**config.mk**
```make
export PLATFORM = sky130hd
export DESIGN_NAME = http_header_field_parser
export DESIGN_NICKNAME = d
export VERILOG_FILES = /design/src/design/hhfp_pkg.sv /design/src/design/hhfp_ram.sv /design/src/design/hhfp_ctrl.sv /design/src/design/hhfp_dp.sv /design/src/design/http_header_field_parser.sv
export SDC_FILE = /design/constraint.sdc
export NUM_CORES = 1
export LEC_CHECK = 0
export ABC_AREA = 1
export BUFFER_PORTS_ARGS = -buffer_cell sky130_fd_sc_hd__buf_2
export CORE_MARGIN = 1
export CORE_UTILIZATION = 60
export CTS_CLUSTER_DIAMETER = 40
export CTS_CLUSTER_SIZE = 8
export DETAILED_ROUTE_END_ITERATION = 10
export PLACE_DENSITY_LB_ADDON = 0.12
export SETUP_SLACK_MARGIN = 0.2
export SLEW_MARGIN = 15
export SYNTH_ARGS = -nofsm -noshare
export SYNTH_HDL_FRONTEND = slang
export SYNTH_SLANG_ARGS = --single-unit
```
**constraint.sdc**
```tcl
create_clock -name clk_i -period 4.45 [get_ports clk_i]
set_input_delay 0.89 -clock clk_i [delete_from_list [all_inputs] [get_ports clk_i]]
set_output_delay 0.89 -clock clk_i [all_outputs]
set_load 0.01 [all_outputs]
```
**src/design/hhfp_pkg.sv**
```systemverilog
// Package for the HTTP header field parser: sizes, result kinds, parse modes
// and the command/status structs between controller and datapath.
// Depends on nothing; the controller, datapath and top level import it.
`timescale 1ns / 1ps

package hhfp_pkg;

  // Longest whitespace run that may be held inside a name or value.
  localparam int SpaceRunMax = 16;
  localparam int IdxW = (SpaceRunMax > 1) ? $clog2(SpaceRunMax) : 1;
  localparam int CntW = $clog2(SpaceRunMax + 1);

  localparam logic [7:0] ChColon = 8'h3A;
  localparam logic [7:0] ChCr    = 8'h0D;
  localparam logic [7:0] ChLf    = 8'h0A;
  localparam logic [7:0] ChSpace = 8'h20;
  localparam logic [7:0] ChTab   = 8'h09;
  localparam logic [7:0] ChVt    = 8'h0B;
  localparam logic [7:0] ChFf    = 8'h0C;

  localparam logic ActData    = 1'b0;
  localparam logic ActRestart = 1'b1;

  typedef enum logic [2:0] {
    KIND_NAME  = 3'd0,
    KIND_VALUE = 3'd1,
    KIND_FEND  = 3'd2,
    KIND_HEND  = 3'd3,
    KIND_ERROR = 3'd4
  } kind_e;

  typedef enum logic [6:0] {
    MODE_LINE    = 7'b0000001,
    MODE_NAME    = 7'b0000010,
    MODE_VALUE   = 7'b0000100,
    MODE_CRVAL   = 7'b0001000,
    MODE_CRBLANK = 7'b0010000,
    MODE_DONE    = 7'b0100000,
    MODE_ERROR   = 7'b1000000
  } mode_e;

  typedef struct packed {
    logic latch;       // capture the input transfer
    logic eval;        // decode the held byte and update parser state
    logic emit_flush;  // send the held whitespace byte at the read index
    logic emit_a;      // send the first planned result
    logic emit_b;      // send the second planned result
  } hhfp_cmd_t;

  typedef struct packed {
    logic plan_flush;  // decode wants held whitespace released
    logic plan_a;
    logic plan_b;
    logic a_q;         // registered plan
    logic b_q;
    logic flush_last;  // read index is at the final held byte
    logic slot_free;   // output register can take a result this cycle
  } hhfp_status_t;

  function automatic logic is_ws(logic [7:0] b);
    return (b == ChSpace) || (b == ChTab) || (b == ChLf) || (b == ChVt) || (b == ChFf);
  endfunction

endpackage

```
**src/design/hhfp_ram.sv**
```systemverilog
// Generic single-write, single-read RAM with a registered read port.
// Depends on nothing.
`timescale 1ns / 1ps

module hhfp_ram #(
  parameter int Width = 8,
  parameter int Depth = 16,
  parameter int AddrW = (Depth > 1) ? $clog2(Depth) : 1
) (
  input  logic             clk_i,
  input  logic             we_i,
  input  logic [AddrW-1:0] waddr_i,
  input  logic [Width-1:0] wdata_i,
  input  logic [AddrW-1:0] raddr_i,
  output logic [Width-1:0] rdata_o
);

  logic [Width-1:0] mem_q [Depth];
  logic [Width-1:0] rdata_q;

  always_ff @(posedge clk_i) begin
    if (we_i) begin
      mem_q[waddr_i] <= wdata_i;
    end
    rdata_q <= mem_q[raddr_i];
  end

  assign rdata_o = rdata_q;

endmodule

```
**src/design/hhfp_ctrl.sv**
```systemverilog
// Sequencing state machine for the header parser: takes an item, has the
// datapath decode it, then releases its results one per free output slot.
// Depends on hhfp_pkg.
`timescale 1ns / 1ps

module hhfp_ctrl
  import hhfp_pkg::*;
(
  input  logic         clk_i,
  input  logic         rst_ni,
  input  logic         in_valid_i,
  output logic         in_ready_o,
  input  hhfp_status_t st_i,
  output hhfp_cmd_t    cmd_o
);

  typedef enum logic [4:0] {
    ST_IDLE   = 5'b00001,
    ST_EVAL   = 5'b00010,
    ST_FLUSH  = 5'b00100,
    ST_ITEM_A = 5'b01000,
    ST_ITEM_B = 5'b10000
  } ctrl_state_e;

  ctrl_state_e state_q, state_d;

  always_comb begin
    state_d    = state_q;
    cmd_o      = '0;
    in_ready_o = 1'b0;
    case (state_q)
      ST_IDLE: begin
        in_ready_o = 1'b1;
        if (in_valid_i) begin
          cmd_o.latch = 1'b1;
          state_d     = ST_EVAL;
        end
      end
      ST_EVAL: begin
        cmd_o.eval = 1'b1;
        if (st_i.plan_flush) begin
          state_d = ST_FLUSH;
        end else if (st_i.plan_a) begin
          state_d = ST_ITEM_A;
        end else if (st_i.plan_b) begin
          state_d = ST_ITEM_B;
        end else begin
          state_d = ST_IDLE;
        end
      end
      ST_FLUSH: begin
        if (st_i.slot_free) begin
          cmd_o.emit_flush = 1'b1;
          if (st_i.flush_last) begin
            if (st_i.a_q) begin
              state_d = ST_ITEM_A;
            end else if (st_i.b_q) begin
              state_d = ST_ITEM_B;
            end else begin
              state_d = ST_IDLE;
            end
          end
        end
      end
      ST_ITEM_A: begin
        if (st_i.slot_free) begin
          cmd_o.emit_a = 1'b1;
          state_d      = st_i.b_q ? ST_ITEM_B : ST_IDLE;
        end
      end
      ST_ITEM_B: begin
        if (st_i.slot_free) begin
          cmd_o.emit_b = 1'b1;
          state_d      = ST_IDLE;
        end
      end
      default: begin
        state_d = ST_IDLE;
      end
    endcase
  end

  always_ff @(posedge clk_i or negedge rst_ni) begin
    if (!rst_ni) begin
      state_q <= ST_IDLE;
    end else begin
      state_q <= state_d;
    end
  end

endmodule

```
**src/design/hhfp_dp.sv**
```systemverilog
// Datapath of the header parser: parser state, byte decode, the whitespace
// hold buffer (an hhfp_ram instance) and the output register.
// Depends on hhfp_pkg and hhfp_ram.
`timescale 1ns / 1ps

module hhfp_dp
  import hhfp_pkg::*;
(
  input  logic         clk_i,
  input  logic         rst_ni,
  input  logic         action_i,
  input  logic [7:0]   data_byte_i,
  input  hhfp_cmd_t    cmd_i,
  output hhfp_status_t st_o,
  output logic         out_valid_o,
  input  logic         out_ready_i,
  output logic [2:0]   kind_o,
  output logic [7:0]   out_byte_o,
  output logic         last_o
);

  // Held input item.
  logic       action_q;
  logic [7:0] byte_q;

  // Parser state.
  mode_e           mode_q, mode_d;
  logic            field_open_q, field_open_d;
  logic            vhc_q, vhc_d;
  logic            fold_q, fold_d;
  logic [CntW-1:0] count_q, count_d;

  // Result plan of the current item: held bytes, then A, then B.
  logic [CntW-1:0] flush_n_q, flush_n_d;
  kind_e           flush_kind_q, flush_kind_d;
  logic            a_q, a_d, b_q, b_d;
  kind_e           a_kind_q, a_kind_d, b_kind_q, b_kind_d;
  logic [7:0]      a_byte_q, a_byte_d, b_byte_q, b_byte_d;

  logic [IdxW-1:0] rd_idx_q, rd_idx_d;
  logic [7:0]      rdata;
  logic            hold_we;

  // Output register.
  logic       out_valid_q, out_valid_d;
  kind_e      out_kind_q;
  logic [7:0] out_byte_q;
  logic       out_last_q;

  always_comb begin
    mode_d       = mode_q;
    field_open_d = field_open_q;
    vhc_d        = vhc_q;
    fold_d       = fold_q;
    count_d      = count_q;
    flush_n_d    = '0;
    flush_kind_d = KIND_NAME;
    a_d          = 1'b0;
    a_kind_d     = KIND_FEND;
    a_byte_d     = '0;
    b_d          = 1'b0;
    b_kind_d     = KIND_ERROR;
    b_byte_d     = '0;
    hold_we      = 1'b0;

    if (action_q == ActRestart) begin
      mode_d       = MODE_LINE;
      field_open_d = 1'b0;
      vhc_d        = 1'b0;
      fold_d       = 1'b0;
      count_d      = '0;
    end else begin
      case (mode_q)
        MODE_LINE: begin
          if (byte_q == ChCr) begin
            mode_d = MODE_CRBLANK;
          end else if (is_ws(byte_q)) begin
            if (!field_open_q) begin
              mode_d  = MODE_ERROR;
              count_d = '0;
              b_d     = 1'b1;
            end else begin
              mode_d  = MODE_VALUE;
              count_d = '0;
              if (vhc_q) begin
                fold_d = 1'b1;
              end
            end
          end else begin
            a_d          = field_open_q;
            field_open_d = 1'b1;
            vhc_d        = 1'b0;
            fold_d       = 1'b0;
            count_d      = '0;
            if (byte_q == ChColon) begin
              mode_d = MODE_VALUE;
            end else begin
              mode_d   = MODE_NAME;
              b_d      = 1'b1;
              b_kind_d = KIND_NAME;
              b_byte_d = byte_q;
            end
          end
        end
        MODE_NAME: begin
          if (byte_q == ChCr) begin
            mode_d  = MODE_ERROR;
            count_d = '0;
            b_d     = 1'b1;
          end else if (byte_q == ChColon) begin
            count_d = '0;
            mode_d  = MODE_VALUE;
            vhc_d   = 1'b0;
            fold_d  = 1'b0;
          end else if (is_ws(byte_q)) begin
            if (count_q >= CntW'(SpaceRunMax)) begin
              mode_d  = MODE_ERROR;
              count_d = '0;
              b_d     = 1'b1;
            end else begin
              hold_we = 1'b1;
              count_d = count_q + 1'b1;
            end
          end else begin
            flush_n_d    = count_q;
            flush_kind_d = KIND_NAME;
            count_d      = '0;
            b_d          = 1'b1;
            b_kind_d     = KIND_NAME;
            b_byte_d     = byte_q;
          end
        end
        MODE_VALUE: begin
          if (byte_q == ChCr) begin
            count_d = '0;
            mode_d  = MODE_CRVAL;
          end else if (is_ws(byte_q)) begin
            if (vhc_q && !fold_q) begin
              if (count_q >= CntW'(SpaceRunMax)) begin
                mode_d  = MODE_ERROR;
                count_d = '0;
                b_d     = 1'b1;
              end else begin
                hold_we = 1'b1;
                count_d = count_q + 1'b1;
              end
            end
          end else begin
            if (fold_q) begin
              // A fold after content collapses to a single space.
              count_d  = '0;
              fold_d   = 1'b0;
              a_d      = 1'b1;
              a_kind_d = KIND_VALUE;
              a_byte_d = ChSpace;
            end else begin
              flush_n_d    = count_q;
              flush_kind_d = KIND_VALUE;
              count_d      = '0;
            end
            b_d      = 1'b1;
            b_kind_d = KIND_VALUE;
            b_byte_d = byte_q;
            vhc_d    = 1'b1;
          end
        end
        MODE_CRVAL: begin
          if (byte_q == ChLf) begin
            mode_d = MODE_LINE;
          end else begin
            mode_d  = MODE_ERROR;
            count_d = '0;
            b_d     = 1'b1;
          end
        end
        MODE_CRBLANK: begin
          if (byte_q == ChLf) begin
            a_d          = field_open_q;
            b_d          = 1'b1;
            b_kind_d     = KIND_HEND;
            field_open_d = 1'b0;
            vhc_d        = 1'b0;
            fold_d       = 1'b0;
            count_d      = '0;
            mode_d       = MODE_DONE;
          end else begin
            mode_d  = MODE_ERROR;
            count_d = '0;
            b_d     = 1'b1;
          end
        end
        default: begin
          // Finished or failed: bytes are ignored until restart.
        end
      endcase
    end
  end

  // The RAM reads the next index every cycle, so its data always matches
  // the registered read index.
  always_comb begin
    rd_idx_d = rd_idx_q;
    if (cmd_i.eval) begin
      rd_idx_d = '0;
    end else if (cmd_i.emit_flush) begin
      rd_idx_d = rd_idx_q + 1'b1;
    end
  end

  hhfp_ram #(
    .Width(8),
    .Depth(SpaceRunMax)
  ) u_hold_ram (
    .clk_i  (clk_i),
    .we_i   (cmd_i.eval && hold_we),
    .waddr_i(count_q[IdxW-1:0]),
    .wdata_i(byte_q),
    .raddr_i(rd_idx_d),
    .rdata_o(rdata)
  );

  always_ff @(posedge clk_i) begin
    if (cmd_i.latch) begin
      action_q <= action_i;
      byte_q   <= data_byte_i;
    end
  end

  always_ff @(posedge clk_i or negedge rst_ni) begin
    if (!rst_ni) begin
      mode_q       <= MODE_LINE;
      field_open_q <= 1'b0;
      vhc_q        <= 1'b0;
      fold_q       <= 1'b0;
      count_q      <= '0;
      a_q          <= 1'b0;
      b_q          <= 1'b0;
      rd_idx_q     <= '0;
      out_valid_q  <= 1'b0;
    end else begin
      if (cmd_i.eval) begin
        mode_q       <= mode_d;
        field_open_q <= field_open_d;
        vhc_q        <= vhc_d;
        fold_q       <= fold_d;
        count_q      <= count_d;
        a_q          <= a_d;
        b_q          <= b_d;
      end
      rd_idx_q    <= rd_idx_d;
      out_valid_q <= out_valid_d;
    end
  end

  always_ff @(posedge clk_i) begin
    if (cmd_i.eval) begin
      flush_n_q    <= flush_n_d;
      flush_kind_q <= flush_kind_d;
      a_kind_q     <= a_kind_d;
      a_byte_q     <= a_byte_d;
      b_kind_q     <= b_kind_d;
      b_byte_q     <= b_byte_d;
    end
    if (cmd_i.emit_flush) begin
      out_kind_q <= flush_kind_q;
      out_byte_q <= rdata;
      out_last_q <= st_o.flush_last && !a_q && !b_q;
    end else if (cmd_i.emit_a) begin
      out_kind_q <= a_kind_q;
      out_byte_q <= a_byte_q;
      out_last_q <= !b_q;
    end else if (cmd_i.emit_b) begin
      out_kind_q <= b_kind_q;
      out_byte_q <= b_byte_q;
      out_last_q <= 1'b1;
    end
  end

  always_comb begin
    out_valid_d = out_valid_q && !out_ready_i;
    if (cmd_i.emit_flush || cmd_i.emit_a || cmd_i.emit_b) begin
      out_valid_d = 1'b1;
    end
  end

  assign st_o.plan_flush = (flush_n_d != '0);
  assign st_o.plan_a     = a_d;
  assign st_o.plan_b     = b_d;
  assign st_o.a_q        = a_q;
  assign st_o.b_q        = b_q;
  assign st_o.flush_last = ((CntW'(rd_idx_q) + 1'b1) == flush_n_q);
  assign st_o.slot_free  = !out_valid_q || out_ready_i;

  assign out_valid_o = out_valid_q;
  assign kind_o      = out_kind_q;
  assign out_byte_o  = out_byte_q;
  assign last_o      = out_last_q;

endmodule

```
**src/design/http_header_field_parser.sv**
```systemverilog
// Top level of the HTTP header field parser: controller plus datapath.
// Depends on hhfp_pkg, hhfp_ctrl, hhfp_dp and hhfp_ram.
//
//   Transfer   Direction  Handshake               Payload
//   input      in         in_valid_i/in_ready_o   action_i, data_byte_i
//   result     out        out_valid_o/out_ready_i kind_o, out_byte_o, last_o
//
// One item at a time: a transfer in, a decode step, then the results it
// causes, one per free output slot. Held whitespace is released from the
// hold RAM one byte a cycle while the output slot is free.
// A stalled output holds the sequencer; the last result may wait in the
// output register while the next input is taken.
// Reset is asynchronous and active low; no clearing pass is needed.
`timescale 1ns / 1ps

module http_header_field_parser
  import hhfp_pkg::*;
(
  input  logic       clk_i,
  input  logic       rst_ni,
  input  logic       in_valid_i,
  output logic       in_ready_o,
  input  logic       action_i,
  input  logic [7:0] data_byte_i,
  output logic       out_valid_o,
  input  logic       out_ready_i,
  output logic [2:0] kind_o,
  output logic [7:0] out_byte_o,
  output logic       last_o
);

  hhfp_cmd_t    cmd;
  hhfp_status_t st;

  hhfp_ctrl u_ctrl (
    .clk_i     (clk_i),
    .rst_ni    (rst_ni),
    .in_valid_i(in_valid_i),
    .in_ready_o(in_ready_o),
    .st_i      (st),
    .cmd_o     (cmd)
  );

  hhfp_dp u_dp (
    .clk_i      (clk_i),
    .rst_ni     (rst_ni),
    .action_i   (action_i),
    .data_byte_i(data_byte_i),
    .cmd_i      (cmd),
    .st_o       (st),
    .out_valid_o(out_valid_o),
    .out_ready_i(out_ready_i),
    .kind_o     (kind_o),
    .out_byte_o (out_byte_o),
    .last_o     (last_o)
  );

endmodule

```
Word level (Yosys, flattened, before mapping). Memory sizes are Yosys's and may differ from the RTL's. A register that Yosys moved wholly into a read port is not among the register bits. Cells that the tools add are included.

Word-level logic and storage cells: 229. Input port bits: 13. Register bits: 78. Bits in writable memories: 128. Memories kept: 1. Output and inout port bits: 14.

Equality and inequality tests: 37. Reduce and logical (&&, ||, !) cells: 29. Multiplexer cells: 136. Bitwise operators: 1. $lt $le $gt $ge: 1. Add/subtract/negate cells: 3.

Memories: u_dp.u_hold_ram.mem_q (depth 16, width 8, read ports 1, clocked after memory_dff 1, wr ports 1, RTL line hhfp_ram.sv:18) `logic [Width-1:0] mem_q [Depth];`.

Operators by type and width (number): $mux W5 (27); $mux W7 (13); $mux W8 (10); $mux W1 (57); $pmux W5 S5 (2); $eq A8 B4 Y1 const B (5); $mux W3 (13); $pmux W7 S5 (1); $pmux W8 S3 (1); $reduce_and A5 Y1 (4); $ne A3 B2 Y1 const B (6); $eq A8 B6 Y1 const B (2); $pmux W3 S4 (1); $pmux W5 S2 (1); $reduce_and A10 Y1 (1); $reduce_bool A5 Y1 (2); $reduce_and A9 Y1 (1); $mux W4 (2); $ne A2 B2 Y1 const B (4); $ne A4 B1 Y1 const B (2); $ne A4 B2 Y1 const B (2); $pmux W1 S4 (2); $eq A7 B1 Y1 const B (1); $eq A7 B2 Y1 const B (1); other kinds (29) (46).

Logic depth before layout (Yosys ltp).
Depth after elaboration: 14. Mapped depth: 16. Depth with buffers taken out: 16.

By module. Synthesis repeated with hierarchy kept, for this count alone.

Cells, all modules: 1048. Area total of the unflattened synthesis: 9798.1 um2.

Modules (own cells, without submodules): hhfp_ram (seq. area each 4003.8 um2, instances 1, cells each 551, area an instance 5766.8 um2); hhfp_dp (seq. area each 1752.9 um2, instances 1, cells each 432, area an instance 3607.2 um2); hhfp_ctrl (seq. area each 126.4 um2, instances 1, cells each 65, area an instance 424.2 um2).

Worst setup path after synthesis. Ideal clock, no wire load.

Path kind: register to register. From: reg u_ctrl.state_q[4]. To: mem u_dp.u_hold_ram.mem_q[0][0] (enable). Stages on the path, launching flop included: 8. Setup time: 0.370 ns. Setup slack: 1.928 ns. Path buffers: 0. Data arrival time: 2.151 ns. Clock period less this slack: 2.522 ns. Required time: 4.080 ns. Cell sequence: dfrtp_1 > inv_2 > nand3_2 > nor3_4 > nand4_1 > inv_1 > nand2_1 > nor2_1.

Cells in the longest elaborated chain, start to end: 5.

Ends and longest elaborated chain: start: declaration (RTL line hhfp_ctrl.sv:25) `ctrl_state_e state_q, state_d;`; start signal: assignment (RTL line hhfp_ctrl.sv:87) `state_q <= state_d;`; $eq A5 B2 Y1 (RTL line hhfp_ctrl.sv:31) `case (state_q)`; $mux W1 (RTL line hhfp_ctrl.sv:31); $logic_and A1 B1 Y1 (RTL line hhfp_dp.sv:215) `.we_i (cmd_i.eval && hold_we),`; $mux W1 (RTL line hhfp_ram.sv:22) `if (we_i) begin`; $mux W1 (not written as such) (RTL line hhfp_ram.sv:23) `mem_q[waddr_i] <= wdata_i;`; end: declaration (RTL line hhfp_ram.sv:18).

No other way between the ends.

Worst setup path in the final report.
From: reg u_dp.byte_q[4]. To: mem u_dp.u_hold_ram.mem_q[11][3] (enable).

Cells in the longest elaborated chain, start to end: 13. Elaborated cells between the ends (all ways): 21. Classes of those cells: eq/ne (7); mux (9); reduce/logical (5).

Ends and longest elaborated chain: start: declaration (RTL line hhfp_dp.sv:24) `logic [7:0] byte_q;`; start signal: assignment (RTL line hhfp_dp.sv:225) `byte_q <= data_byte_i;`; $eq A8 B6 Y1 or $eq A8 B4 Y1 (tied branches) (RTL line hhfp_pkg.sv:61) `return (b == ChSpace) || (b == ChTab) || (b == ChLf) || (b == ChVt) || (b == ChFf);`; $logic_or A1 B1 Y1 (4 in series) (RTL line hhfp_pkg.sv:61); $mux W1 (RTL line hhfp_dp.sv:115) `end else if (is_ws(byte_q)) begin`; $mux W1 (RTL line hhfp_dp.sv:110) `end else if (byte_q == ChColon) begin`; $mux W1 (RTL line hhfp_dp.sv:106) `if (byte_q == ChCr) begin`; $pmux W1 S2 * (RTL line hhfp_dp.sv:73) `case (mode_q)`; $mux W1 * (RTL line hhfp_dp.sv:66) `if (action_q == ActRestart) begin`; $logic_and A1 B1 Y1 * (RTL line hhfp_dp.sv:215); $mux W1 * (RTL line hhfp_ram.sv:22); $mux W1 (not written as such) * (RTL line hhfp_ram.sv:23).

Mark *: on every way between the ends. The rest lies on a longest branch, timed or not.

==> flow_summary_export.csv <==
group,metric,value,unit
sta,slew_headroom,35.8,%
pwr,swShare,27.8,%
finish,multiInputGateArea,2590,µm²
finish,n_antenna_cell,0,
synthesis,ys_ff_latch,203,
routing,vias_per_cell,5.79,
finish,ff_latch_area,5880,µm²
clocking,clk_pin_slew,50,ps
global_route,grt_pass1_vias,6142,
synthesis,synth.top_cell.area_share,55.4,%
critical_path,critical_path_required,4610,ps
floorplan,coreArea,14600,µm²
clocking,numCtsBuffers,31,
pwr,p_leak,0.00419,µW
routing,drtIter0Drc,983,
place,numPortBuffers,26,
synthesis,synth_cell_type_count,44,
synthesis,async_flop_share,13.3,%
routing,wl_met2,8.95,mm
critical_path,worst-setup-path-type,"reg2reg",
synthesis,syn_avg_cell_area,10.3,µm²
critical_path,critPathLaunchType,"flip-flop",
critical_path,r2r_setup_slack,1170,ps
synthesis,ys_dominant_reg_cell,"edfxtp_1",
clocking,cts_tree,"built",
routing,wl_per_cell,18.8,µm
synthesis,synth_nets,898,
pwr,switchingPower,1520,µW
pwr,ir_drop,454,µV
critical_path,crit_chain,"nor2_1 > nand2_1 > inv_1 > nand3_1 > nand2_1 > nand2_1 > inv_1 > nand4_1 > inv_1 > nand2_1 > nor2_1",
job,cap_violations,0,
global_route,grt.total_usage,28.0,%
synthesis,synth-edff-count,168,
critical_path,critPathArrivalTime,3450,ps
critical_path,rr_worst_depth,11,
floorplan,row_count,44,
sta,tns,0,ps
routing,met3WireLength,2.33,mm
routing,top_layer,"met4",
sta,fin_skew,25.4,ps
global_route,grt_first_pass_wirelength,33.5,mm
clocking,cts.sinks,203,
synthesis,yosys.cell_count.top_type,"edfxtp_1",
sta,period_minus_slack,3280,ps
synthesis,synth_top_cell_by_area,"edfxtp_1",
clocking,hold_buffers,0,
pwr,p_clk_share,40.5,%
clocking,clock-root-buffer,"clkbuf_16",
finish,postLayoutCoreUtil,70.5,%
run_status,status,"completed",
place,dp_hpwl,14.5,mm
global_route,antenna_found_initial,0,
critical_path,cp_max_fo,20,
global_route,grt_max_degree,43,
synthesis,yosysWarnings,0,
routing,postRouteAntennaNets,0,
synthesis,syn_inst,880,
clocking,cts_resized,0,
hold_path,hold_class,"in2async",
place,dp_slack,1030,ps
routing,routed_wl,21.3,mm
critical_path,timing.rr.start,"u_dp.byte_q[4]",
routing,drc,0,
sta,final_hold_viol_count,0,
sta,setup_viol_count_final,0,
critical_path,crit_path_top_delay_cell,"edfxtp_1",
place,gp_congestion,0.942,
sta,fin_ws,1170,ps
synthesis,yosys-top-cells-area,"edfxtp_1, dfrtp_1, nand2_1",
global_route,grt-ovfl-total,0,
floorplan,initial_core_util,62.1,%
floorplan,die_height,125,µm
routing,vias,6549,
synthesis,netlist_area,9100,µm²
sta,whs,393,ps
clocking,clockBufferDepth,3,
pwr,p_int,3940,µW
pwr,comb_power_share,12.6,%
critical_path,max_stage_delay,750,ps
finish,drive_gt1_share,10.3,%
synthesis,synth_common_cells,"edfxtp_1, nand2_1, inv_1",
clocking,htreeDepth,1,
pwr,p_seq_share,46.9,%
critical_path,crit_top_cell,"nand2_1",
pwr,p_per_area,528,nW/µm²
routing,dr.pass1.iters,8,
finish,fillCellCount,1071,
finish,synthToLayoutAreaGrowth,13.4,%
sta,worst_slew_pin_slew,959,ps
clocking,post_cts_buffers,0,
floorplan,io_pins,27,
sta,slew_viol_final,0,
synthesis,synth.yosys.seq_area_share,64.7,%
sta,rsz0062_at_grt,"no",
critical_path,endpoint_kind,"flip-flop",
sta,fmaxAchievable,0.305,GHz
critical_path,r2r_end,"u_dp.u_hold_ram.mem_q[11][3]",
sta,fin_crit_sh,73.7,%
floorplan,fp.dieW,125,µm
routing,wl_met1,9.65,mm
floorplan,fp.dieArea,15700,µm²
finish,final_nets,941,
clocking,clkLatencyLatePin,560,ps
-- flip-flops by register name, summed over array words and instances (netlist names), 2 cells and up --
register and count:
u_dp.out_byte_o 8, u_dp.rd_idx_q 4, u_dp.byte_q 8, u_dp.count_q 5
u_ctrl.state_q 5, u_dp.a_kind_q 2, u_dp.b_byte_q 8, u_dp.kind_o 3
u_dp.b_kind_q 3, u_dp.u_hold_ram.mem_q 128, u_dp.u_hold_ram.rdata_o 8, u_dp.flush_n_q 5
u_dp.mode_q 7
-- per-layer routing --
| metal | GRT usage, % | vias up |
|---|---|---|
| li1 | - | 3097 |
| met1 | 43.7 | 3082 |
| met2 | 39.5 | 330 |
| met3 | 6.33 | 40 |
| met4 | 7.68 | 0 |
| met5 | 0 | - |
-- cell families after synthesis --
group | Yosys count | synth area share (%)
and+or+nand+nor | 374 | 18.0
DFF | 203 | 64.7
buffers and inverters | 149 | 6.99
AOI/OAI and AO/OA | 143 | 9.05
xor gates and xnor gates | 6 | 0.578
adders and majority gates | 5 | 0.688
-- worst max-delay path by stage --
stage                            startpoint                      endpoint  slack (ps)  cells past startpoint
final                        u_dp.byte_q[4]  u_dp.u_hold_ram.mem_q[11][3]        1170                     11
after global routing         u_dp.byte_q[4]   u_dp.u_hold_ram.mem_q[1][0]         920                     11
after CTS                    u_dp.byte_q[2]  u_dp.u_hold_ram.mem_q[11][3]        1220                     12
after detailed placement        out_ready_i    u_dp.u_hold_ram.rdata_o[1]        1030                     13
after global placement          out_ready_i    u_dp.u_hold_ram.rdata_o[1]        1090                     13
after floorplan           u_ctrl.state_q[4]   u_dp.u_hold_ram.mem_q[0][0]        1930                      7
-- per-stage QoR --
step                      cell area, µm²  cells  power, µW
after floorplan                     9100    880       2960
after global placement              9370   1074       3240
after detailed placement            9370   1074       3260
after CTS                          10300   1132       5460
after global routing               10300   1132       5650
final                              10300   1132       5450
-- final cells by class --
type | count | share of cell area [%]
flip-flops and latches | 203 | 57.0
multi-input cells | 528 | 25.1
clock buffers | 54 | 8.64
inverters | 124 | 4.53
well taps | 184 | 2.23
repair buffers | 35 | 1.92
clock inverters | 4 | 0.606
-- placed cells by master, fill, tap and decap left out, types with 25 or more instances in the layout --
cell | Yosys | layout
a21oi_1 | 43 | 43
buf_2 | 11 | 26
clkbuf_16 | 0 | 31
dfrtp_1 | 25 | 25
edfxtp_1 | 168 | 168
inv_1 | 115 | 115
nand2_1 | 154 | 154
nand3_1 | 81 | 81
nor2_1 | 102 | 102
o21ai_0 | 44 | 44
-- worst max-delay path, delay by kind of cell, from the launching register on --
family	cells	cell delay, ps
buffers and inverters	3	370
and+or+nand+nor	8	1770
DFF	1	750
-- power by group through the flow --
stage	Combinational, µW	Clock [µW]	Sequential (µW)
2_1_floorplan	456	0	2500
3_3_place_gp	666	0	2580
4_1_cts	677	2230	2550
6_report	686	2210	2560
3_5_place_dp	672	0	2590
5_1_grt	764	2310	2580
Power figures use the tool's default switching activity.
